**config.mk**
```make
export PLATFORM = sky130hd
export DESIGN_NAME = psd_ram
export DESIGN_NICKNAME = d
export VERILOG_FILES = /design/src/hw/rtl/psd_ram.sv
export SDC_FILE = /design/constraint.sdc
export NUM_CORES = 2
export LEC_CHECK = 0
export BUFFER_PORTS_ARGS = -buffer_cell sky130_fd_sc_hd__buf_2
export CORE_MARGIN = 2
export CORE_UTILIZATION = 45
export CTS_CLUSTER_SIZE = 14
export DETAILED_ROUTE_END_ITERATION = 16
export PLACE_DENSITY = 0.61
export SLEW_MARGIN = 20
export SYNTH_ARGS = -nofsm -noshare
export SYNTH_HDL_FRONTEND = slang
export SYNTH_SLANG_ARGS = --single-unit
```
**constraint.sdc**
```tcl
create_clock -name clk -period 3.6 [get_ports clk]
set_input_delay 0.54 -clock clk [delete_from_list [all_inputs] [get_ports clk]]
set_output_delay 0.54 -clock clk [all_outputs]
set_load 0.1 [all_outputs]
```
**src/hw/rtl/psd_ram.sv**
```systemverilog
module psd_ram #(
	parameter int WIDTH = 32,
	parameter int DEPTH = 64,
	localparam int AW = (DEPTH > 1) ? $clog2(DEPTH) : 1
) (
	input  logic             clk,
	input  logic             wr_en,
	input  logic [AW-1:0]    wr_addr,
	input  logic [WIDTH-1:0] wr_data,
	input  logic [AW-1:0]    rd_addr,
	output logic [WIDTH-1:0] rd_data
);

	logic [WIDTH-1:0] mem_q [DEPTH];

	always_ff @(posedge clk) begin
		if (wr_en) begin
			mem_q[wr_addr] <= wr_data;
		end
		rd_data <= mem_q[rd_addr];
	end

endmodule

```
======== Word-level counts from Yosys, hierarchy flattened ========
Memory sizes are Yosys's and may differ from the RTL's. A register that Yosys moved wholly into a read port is not among the register bits.
Cells that the tools add are included.
word-level totals
  latch bits .............................. 0
  memories kept ........................... 1
  bits in read-only memories .............. 0
  RAM bits ................................ 2048
  bits of input ports ..................... 46
  bits in registers ....................... 0
memories
  name   depth  width  read ports  clocked after Yosys merged registers in  wr ports  line  RTL
  mem_q  64     32     1           1                                        1         14    logic [WIDTH-1:0] mem_q [DEPTH];
operators by class
  multiplexer cells ....................... 2
  bitwise gates (word level) .............. 0
  reductions and logical operators ........ 0
  shifts and indexed selects .............. 0
  $add $sub $neg .......................... 0
  equality and inequality tests ........... 0
  magnitude comparators ................... 0
  divide/modulo/power cells ............... 0
  $mul .................................... 0
operators by type and width
  operator          count
  1-bit 2-to-1 mux  2

======== Longest topological paths before layout ========
  depth after elaboration ................. 2
  depth in mapped cells ................... 10
  mapped depth without buffers ............ 5

======== Worst setup path before layout ========
Ideal clock, no wire load.
  kind .................................... input port to flip-flop
  from .................................... in wr_addr[3]
  to ...................................... mem mem_q[48][0], enable pin
  arrival ................................. 3.239 ns
  buffers on the path ..................... 1
  cell stages on the path ................. 4
  path slack .............................. -0.100 ns
  path through ............................ clkbuf_1 -> nor2b_1 -> nand4b_1 -> nor3_1
RTL lines
  what                line  RTL
  start: declaration  8     input logic [AW-1:0] wr_addr,
  end: declaration    14
Straight into the memory's write port.

==> results.json <==
{
  "outcome": "finished, final reports clean",
  "avgSynthCellArea_sq_um": 23.62,
  "end_kind": "register",
  "gp_congestion": 0.7789,
  "clock_power_share": 0.417,
  "worst_slew_pin_slew_ns": 1.087,
  "grt_pass1_wl_microns": 285100,
  "clk_pin_slew_ns": 0.06,
  "dpl.hpwl_microns": 113900,
  "async_flop_share": 0,
  "swShare": 0.2193,
  "synth.area.mux_share": 0.1679,
  "design.core.area_sq_um": 173600,
  "maxCapViolations": 0,
  "drive_gt1_frac": 0.3134,
  "die_height_microns": 421.7,
  "critPathArrivalTime_ns": 3.32,
  "initial_utilization": 0.4522,
  "post_synth_and_or_nand_nor_area_fraction": 0.01265,
  "cts_setup_buffers": 0,
  "antenna_found_initial": 15,
  "drc_errors": 0,
  "timing.fmax_mhz": 380.4,
  "nets": 3683,
  "grt_usage": 0.2267,
  "total_power_mw": 51.16,
  "dr.first_iter.drc_count": 4307,
  "synth_xor_area_frac": 0,
  "cts_resized": 0,
  "synth_area_sq_um": 78520,
  "rsz0062_at_grt": "no",
  "clock_path_buffers": 3,
  "crit_fanout": 44,
  "vias": 37054,
  "synthAdderAreaFrac": 0,
  "cts_made_buffers": 205,
  "drt_pass1_iterations": 6,
  "ys_seq_area_frac": 0.7914,
  "totalWireLength_microns": 201500,
  "hold_buffers": 0,
  "critPathKind": "input pin to register",
  "start_kind": "input pin",
  "skew_ns": 0.03829,
  "min_path_type": "input pin to register",
  "min_period_over_period": 0.7302,
  "syn_inst": 3324,
  "area_growth_pct": 15.49,
  "antenna_left": 0,
  "post_drt_wl_per_cell_microns": 32.82,
  "fin_setup_tns_ns": 0,
  "synth_top_family_by_area": "multiplexers",
  "pwr-share-comb": 0.056,
  "power_frac_seq": 0.527,
  "p_per_area_nw_per_um2": 564.2,
  "dieWidth_microns": 421.7,
  "p_int_mw": 39.94,
  "yosys_warnings": 0,
  "synth_area_leaders": "edfxtp_1 (78%), mux4_2 (16%), mux2i_1 (1.2%), dfxtp_1 (0.82%), o22ai_1 (0.67%)",
  "dieArea_sq_um": 177800,
  "root_buffer": "clkbuf_16",
  "critPathRequiredTime_ns": 4.29,
  "hold_viol": 0,
  "synth_top_cell_area_share": 0.7833,
  "grt_max_degree": 65,
  "synth_largest_area_cell": "edfxtp_1",
  "synth_nets": 3370,
  "max-vdd-ir-drop_v": 0.0004497,
  "synth_ff_type": "edfxtp_1",
  "fin_crit_ns": 2.629,
  "core.rowCount": 153,
  "port_buffers": 77,
  "ys_types": 34,
  "slew_headroom": 0.2751,
  "cts_tree": "yes",
  "first_global_vias": 37523,
  "layout_common_cells": "edfxtp_1 (2048), mux4_2 (544), clkbuf_16 (205)",
  "synth_compound_area_frac": 0.01673,
  "final_common_cell": "edfxtp_1",
  "cts_num_sinks": 2080,
  "synth_edf_count": 2048,
  "via_per_inst": 6.035,
  "finalMaxSlewViolations": 0,
  "synth-seq-cells": 2080,
  "grt_overflow_total": 0,
  "p_switching_mw": 11.22,
  "clk_latency_ns": 0.85,
  "htree_levels": 4,
  "setup_viol": 0,
  "io_pins": 78,
  "p_leak_nw": 28.29
}
[stage by stage]
stage	std cells	hold slack (ns)	setup slack (ns)	util	instance area, sq um
finish	6140	0.2285	0.9714	0.5222	90680
CTS	6135	0.1751	0.8060	0.5218	90600
floorplan	3324	0.6389	0.4081	-	78530
detailed placement	5755	0.7580	0.1297	0.4829	83840
global route	6135	0.2022	0.9072	0.5222	90670
global placement	5754	0.7381	0.1122	0.4827	83820
[registers in the layout, summed over array words and instances (netlist names)]
register  flops
mem_q      2048
rd_data      32
[cells by family (layout without fill, tap and decap cells)]
logic type	after synthesis	after routing
multiplexers	637	637
flip-flops	2080	2080
AND/OR/NAND/NOR	223	223
other	0	5
buffers and inverters	182	668
AO/OA/AOI/OAI	202	202
[path summary, 6_finish.rpt]
kind                                endpoint     startpoint  cells after the start  slack [ns]
worst max-delay path              rd_data[9]     rd_addr[1]                      7        0.97
worst min-delay path            mem_q[6][28]    wr_data[28]                      1        0.23
worst max register to register    rd_data[2]   mem_q[11][2]                      4        1.32
worst min register to register   rd_data[17]  mem_q[28][17]                      4        0.78
[routing by layer]
metal | vias to the layer above | GRT usage | part of all wire
met4 | 8 | 0.05705 | 0.023
met1 | 20316 | 0.3215 | 0.41
li1 | 14910 | - | -
met3 | 257 | 0.03805 | 0.071
met5 | - | 0 | 0.00020
met2 | 1563 | 0.3690 | 0.49
[synth_stat cells, drive strengths merged (2+ instances only)]
library cell and instances:
buf 108, mux2i 93, dfxtp 32, or3b 5, a21oi 62, o221ai 27
o22ai 84, or3 3, clkbuf 74, a22oi 12, nand2 26, nor2 137
edfxtp 2048, mux4 544, nand2b 8, nand3b 5, a311oi 8, nor2b 15
and2 2, nand3 5, nor3 7, and3 4, o32ai 4, or2 3
a41o 4, nand4 2
[worst max-delay path, cell delays in order]
cell and delay (ns):
buf_8 0.41, buf_4 0.38, buf_4 0.24, mux4_2 0.33
mux4_2 0.46, o22ai_1 0.69, nor2_1 0.11
[power groups by stage]
| stage | registers (mW) | logic, mW | clock network (mW) |
|---|---|---|---|
| after global placement | 27.5 | 2.84 | 0 |
| after floorplan | 27.8 | 1.30 | 0 |
| final | 27.0 | 2.85 | 21.4 |
| after global routing | 27.0 | 3.00 | 22.6 |
| after detailed placement | 27.5 | 2.87 | 0 |
| after CTS | 27.0 | 2.88 | 21.7 |
[cell type report]
| cell class | count | area (sq um) |
|---|---|---|
| Fill cell | 13295 | 82950 |
| Sequential cell | 2080 | 62140 |
| Multi-Input combinational cell | 1062 | 15980 |
| Clock buffer | 269 | 5480 |
| Tap cell | 2325 | 2909 |
| Timing Repair Buffer | 288 | 2874 |
| Clock inverter | 111 | 1282 |
| Antenna cell | 5 | 12.51 |
Power figures use the tool's default switching activity.
