===== src/hw/rtl/psd_pkg.sv =====
package psd_pkg;

	localparam int SAMPLE_W    = 32;
	localparam int MAX_SAMPLES = 64;
	localparam int IDX_W       = $clog2(MAX_SAMPLES);
	localparam int CNT_W       = $clog2(MAX_SAMPLES + 1);
	localparam int ARC_W       = IDX_W;
	localparam int SUM_W       = SAMPLE_W + IDX_W;
	localparam int THR_W       = 31;
	localparam int DIV_STEP_W  = $clog2(SUM_W);

	localparam logic [THR_W-1:0] THR_RESET = THR_W'(29491);

	typedef enum logic [3:0] {
		ST_LOAD,
		ST_CLOSE,
		ST_DIV_RD,
		ST_DIV_GO,
		ST_DIV_WAIT,
		ST_EMIT_REC,
		ST_EMIT_MEAN,
		ST_EMIT_CALC,
		ST_EMIT_OUT
	} psd_state_t;

	typedef struct packed {
		logic signed [SAMPLE_W-1:0] sample;
		logic signed [SAMPLE_W-1:0] tdiff;
		logic [ARC_W-1:0]           arc;
	} psd_rec_t;

	typedef struct packed {
		logic signed [SUM_W-1:0] sum;
		logic [CNT_W-1:0]        cnt;
	} psd_arc_t;

	typedef struct packed {
		logic             start;
		logic             neg;
		logic [SUM_W-1:0] dividend;
		logic [CNT_W-1:0] divisor;
	} psd_div_req_t;

	typedef struct packed {
		logic                       done;
		logic signed [SAMPLE_W-1:0] quotient;
	} psd_div_rsp_t;

endpackage


===== src/hw/rtl/psd_div.sv =====
module psd_div import psd_pkg::*; (
	input  logic         clk,
	input  logic         arst_n,
	input  psd_div_req_t req,
	output psd_div_rsp_t rsp
);

	logic                  busy_q;
	logic                  done_q;
	logic                  neg_q;
	logic [DIV_STEP_W-1:0] step_q;
	logic [CNT_W-1:0]      rem_q;
	logic [CNT_W-1:0]      divisor_q;
	logic [SUM_W-1:0]      dvd_q;
	logic [CNT_W:0]        trial;
	logic [CNT_W:0]        diff;
	logic                  qbit;
	logic [SAMPLE_W-1:0]   qmag;

	// One quotient bit per cycle, restoring division on magnitudes.
	assign trial = {rem_q, dvd_q[SUM_W-1]};
	assign diff  = trial - {1'b0, divisor_q};
	assign qbit  = ~diff[CNT_W];

	always_ff @(posedge clk or negedge arst_n) begin
		if (!arst_n) begin
			busy_q <= 1'b0;
			done_q <= 1'b0;
		end else begin
			done_q <= 1'b0;
			if (req.start) begin
				busy_q <= 1'b1;
			end else if (busy_q && step_q == '0) begin
				busy_q <= 1'b0;
				done_q <= 1'b1;
			end
		end
	end

	always_ff @(posedge clk) begin
		if (req.start) begin
			dvd_q     <= req.dividend;
			divisor_q <= req.divisor;
			neg_q     <= req.neg;
			rem_q     <= '0;
			step_q    <= DIV_STEP_W'(SUM_W - 1);
		end else if (busy_q) begin
			rem_q  <= qbit ? diff[CNT_W-1:0] : trial[CNT_W-1:0];
			dvd_q  <= {dvd_q[SUM_W-2:0], qbit};
			step_q <= step_q - DIV_STEP_W'(1);
		end
	end

	assign qmag         = dvd_q[SAMPLE_W-1:0];
	assign rsp.done     = done_q;
	assign rsp.quotient = neg_q ? -qmag : qmag;

endmodule


===== config.mk =====
export PLATFORM = sky130hd
export DESIGN_NAME = psd_div
export DESIGN_NICKNAME = d
export VERILOG_FILES = /design/src/hw/rtl/psd_pkg.sv /design/src/hw/rtl/psd_div.sv
export SDC_FILE = /design/constraint.sdc
export NUM_CORES = 1
export LEC_CHECK = 0
export ABC_AREA = 1
export BUFFER_PORTS_ARGS = -buffer_cell sky130_fd_sc_hd__buf_2
export CAP_MARGIN = 40
export CORE_MARGIN = 2
export CORE_UTILIZATION = 50
export DETAILED_ROUTE_END_ITERATION = 16
export HOLD_SLACK_MARGIN = 0.05
export PLACE_DENSITY = 0.77
export REMOVE_ABC_BUFFERS = 1
export SYNTH_ARGS = -nofsm -noshare
export SYNTH_HDL_FRONTEND = slang
export SYNTH_SLANG_ARGS = --single-unit
export TNS_END_PERCENT = 5

===== constraint.sdc =====
create_clock -name clk -period 1.5 [get_ports clk]
set_input_delay 0.075 -clock clk [delete_from_list [all_inputs] [get_ports clk]]
set_output_delay 0.075 -clock clk [all_outputs]
set_load 0.1 [all_outputs]

Word-level counts from Yosys, hierarchy flattened. Index checks and enable logic that the tools add are counted.

Flip-flop bits (word level): 61. Bits of input ports: 49. Logic and storage cells: 23. Output and inout bits: 33.

Multiplexer cells: 8. Add/subtract/negate cells: 3. Reductions and logical operators: 4. Bitwise gates (word level): 1.

Operators by type and width (number): two-way mux 38 bit (2); two-way mux 32 bit (1); negator 32 bit (1); subtractor 8 x 7 -> 8 bit (1); two-way mux 7 bit (1); logical NOT 6 bit (1); subtractor 6 x 1 -> 6 bit (second input constant) (1); two-way mux 1 bit (4); nonzero test 2 bit (2); logical AND 1 bit (1); inverter 1 bit (1).

Depth between registers and ports, before layout.
Depth in word-level cells: 4. Depth in mapped cells: 13. Depth with buffers taken out: 13.

Worst setup path before layout. Ideal clock, no wire load.

Path kind: reg2out. From: reg neg_q. To: out rsp[24] (netlist name). Slack: -1.460 ns. Arrival time: 2.885 ns. Stages on the path, launching flop included: 4. Required time: 1.425 ns. Path buffers: 2. Path through: edfxtp_1 buf_2 buf_1 o21ai_0.

RTL lines: from (decl) (line psd_div.sv:10) `logic neg_q;`; from (signal assigned) (line psd_div.sv:44) `neg_q <= req.neg;`; to (decl) (line psd_div.sv:5) `output psd_div_rsp_t rsp`.

==> metrics <==
Synth area leader=edfxtp_1; DR pass1 iterations=7; Total Wirelength=17.27 mm; Final ANT Viol Nets=0; Hold Crit Start=req[39]; share of layout cells above drive strength 1=0.3718; Worst Hold Class=input port to register; TritonCTS Buffers=9; pwr/cell area=1371 nW/um^2; Reg2Reg Setup Slack=-0.26 ns; Placement Cell Area=5508 um^2; min Tclk post-route=2.323 ns; critical path class=register to output pin; Synth area leaders=edfxtp_1 (35%), nand2_1 (16%), inv_1 (6.7%); Worst Hold End=dvd_q[32]$_DFFE_PP_; DRT iter0 DRCs=606; CTS Sinks=61; status=finished, violations left; Seq/Total Area, Yosys=0.4252; Cell Chain, Critical Path=nor2_4 -> nand2_1 -> nor2_2 -> nand2_2 -> clkinv_1 -> nor2_1 -> o21ai_1 -> o21ai_1 -> clkbuf_16; worst path bufs/invs=2; vias in the first global route=4726; largest stage delay on the critical path=0.48 ns; flop and latch count out of synthesis=61; row count=32; worst-case clock skew=0.02129 ns; reg2reg end=rem_q[0]$_SDFFE_PP0P_; filler cell count=354; Boundary Pins=82; syn_area_per_cell=7.493 um^2; Yosys cell types=33; fmax=430.5 MHz; residual DRC count=0; Reg area=1692 um^2; number of synthesized flops with an enable pin=46; Design Area, Final=6534 um^2; Die Y=93.21 um; cell with the largest stage delay on the worst path=edfxtp_1; Synth top area share=0.3472; area grow syn2layout=64.21%; Worst Path Arrival=2.25 ns; clk buf depth=2; Worst VDD drop=0.001574 V; Worst Setup End Kind=output pin; final global-route overflow total=0; startpoint types=register; synth warn=0; LEAKAGE=3.054 nW; initial antenna violation count=0; Core Footprint=7727 um^2; period utilisation layout=1.549; clk slew on worst S/H paths=0.09 ns; Die Wd=93.21 um; Max-Cap Viols=0; TNS Setup=-22.58 ns; Hold Crit Depth=3; slack of the critical path=-0.8229 ns; R2R cell count=10; drt via density=5.893; CTS tree=done; failing checks=setup timing; Top Family by Delay on Critical Path=simple AND/OR/NAND/NOR gates; DP HPWL=8.422 mm; Worst-Margin Slew=0.5091 ns; first-pass GRT wire length=24.17 mm; placed cells=776; mapped cell area=3979 um^2; RSZ-0062 raised after global routing=yes; worst skew pair latency=0.37 ns; CP Max Fanout=3; All-Layer GR Usage=0.3658; fin cells=840; cells after synthesis=531; # setup viols final=39; crit-path most repeated cell=o21ai_1; Most used DFF post-synth=edfxtp_1; largest net degree at the start of global routing=45; final net count=792; Die Area=8687 um^2; Final Slew Violations=0; FF-to-FF Start=divisor_q[5]$_DFFE_PP_; Critical Path RT=1.42 ns; Starting Density=0.5149; Port Buf Inserts=81; Slew HR=0.6629; clock root cell=clkbuf_8; area occupied by multi-input gates=2261 um^2; Total Power=8.957 mW; H-tree depth=3; DR WL/cell=20.56 um; Hold Fails Final Rpt=0; ys async rst share=0.03279; vias=4950; GPL Wtd Cong=0.9218
## cells in the final DEF, fill, tap and decap left out, drive strengths merged, types with 3 or more instances in the layout
cell type	Yosys	layout
buf	5	159
dfxtp	13	13
nand4	7	7
xnor2	3	3
inv	76	79
clkinv	2	3
dlygate4sd3	0	44
ha	10	10
nand2	175	175
o21ai	47	47
nor2	59	59
clkbuf	9	12
nand3	46	46
xor2	20	20
edfxtp	46	46
a21oi	6	6
## worst min-delay path: stages
cell and delay (ns):
buf_2 0.07, nand2_1 0.04, o21ai_0 0.10
## report_power, final
group	switching, mW	leakage [nW]	internal, mW
logic	3.05	2.32	1.93
clock network	0.814	0.111	0.880
registers	0.225	0.626	2.06
total	4.09	3.05	4.87
## synth_stat cells (7+ instances only)
cell,n
clkbuf_1,9
nand2_1,165
ha_1,10
nand4_1,7
o21ai_0,41
nand3_1,42
edfxtp_1,46
dfxtp_1,13
inv_1,71
nor2_1,49
xor2_1,19
nor2_2,7
## cells by family (layout without fill, tap and decap cells)
kind of cell | Yosys count | in the layout | synth area share
AO/OA/AOI/OAI | 55 | 55 | 0.07264
XOR/XNOR | 23 | 23 | 0.05252
adder cells (fa/ha/maj) | 11 | 11 | 0.03648
buffers and inverters | 92 | 298 | 0.08994
flip-flops | 61 | 61 | 0.4252
other | 0 | 1 | 0
AND/OR/NAND/NOR | 289 | 289 | 0.3233
## what timing repair did
action / in CTS / in global routing
setup buffers: 1 / 2
endpoints found under the hold margin: 44 / 0
pin swaps: 14 / 17
cloned: 0 / 0
hold buffers: 44 / 0
setup endpoints to repair: 39 / 39
resized for setup: 48 / 40
## registers in the layout, summed over array words and instances, names as in the netlist
signal and cells:
dvd_q 38, divisor_q 7, rem_q 7, step_q 6, busy_q 1, done_q 1, neg_q 1
## area by class of cell
| cell class | count | share of cell area |
|---|---|---|
| Multi-Input combinational cell | 378 | 0.3460 |
| Timing Repair Buffer | 204 | 0.2972 |
| Sequential cell | 61 | 0.2589 |
| Inverter | 78 | 0.04481 |
| Clock buffer | 11 | 0.02317 |
| Tap cell | 102 | 0.01953 |
| Clock inverter | 5 | 0.009958 |
| Antenna cell | 1 | 0.0003830 |
## routing by layer
metal	vias to the layer above	track usage	wire length [um]
li1	2081	-	-
met1	2281	0.4224	5640
met2	435	0.6226	8344
met3	153	0.09347	1936
met4	0	0.1961	1345
met5	-	0	0
## metrics by stage
| step | hold WS [ns] | worst slack [ns] | utilization |
|---|---|---|---|
| CTS | 0.05406 | -0.6065 | 0.8253 |
| detailed placement | -0.1375 | -0.3054 | 0.7128 |
| global route | 0.08064 | -0.8773 | 0.8452 |
| floorplan | -0.2206 | -1.737 | - |
| global placement | -0.1405 | -0.2443 | 0.7128 |
| finish | 0.05409 | -0.8229 | 0.8455 |
## worst max-delay path by stage
stage	start	endpoint	slack, ns	cells past startpoint
floorplan	dvd_q[0]$_DFFE_PP_	rsp[10]	-1.74	7
global placement	dvd_q[0]$_DFFE_PP_	rsp[10]	-0.24	8
detailed placement	dvd_q[0]$_DFFE_PP_	rsp[26]	-0.31	11
CTS	dvd_q[0]$_DFFE_PP_	rsp[26]	-0.61	11
global route	dvd_q[17]$_DFFE_PP_	rsp[18]	-0.88	8
finish	dvd_q[7]$_DFFE_PP_	rsp[14]	-0.82	9
Power figures use the tool's default switching activity.
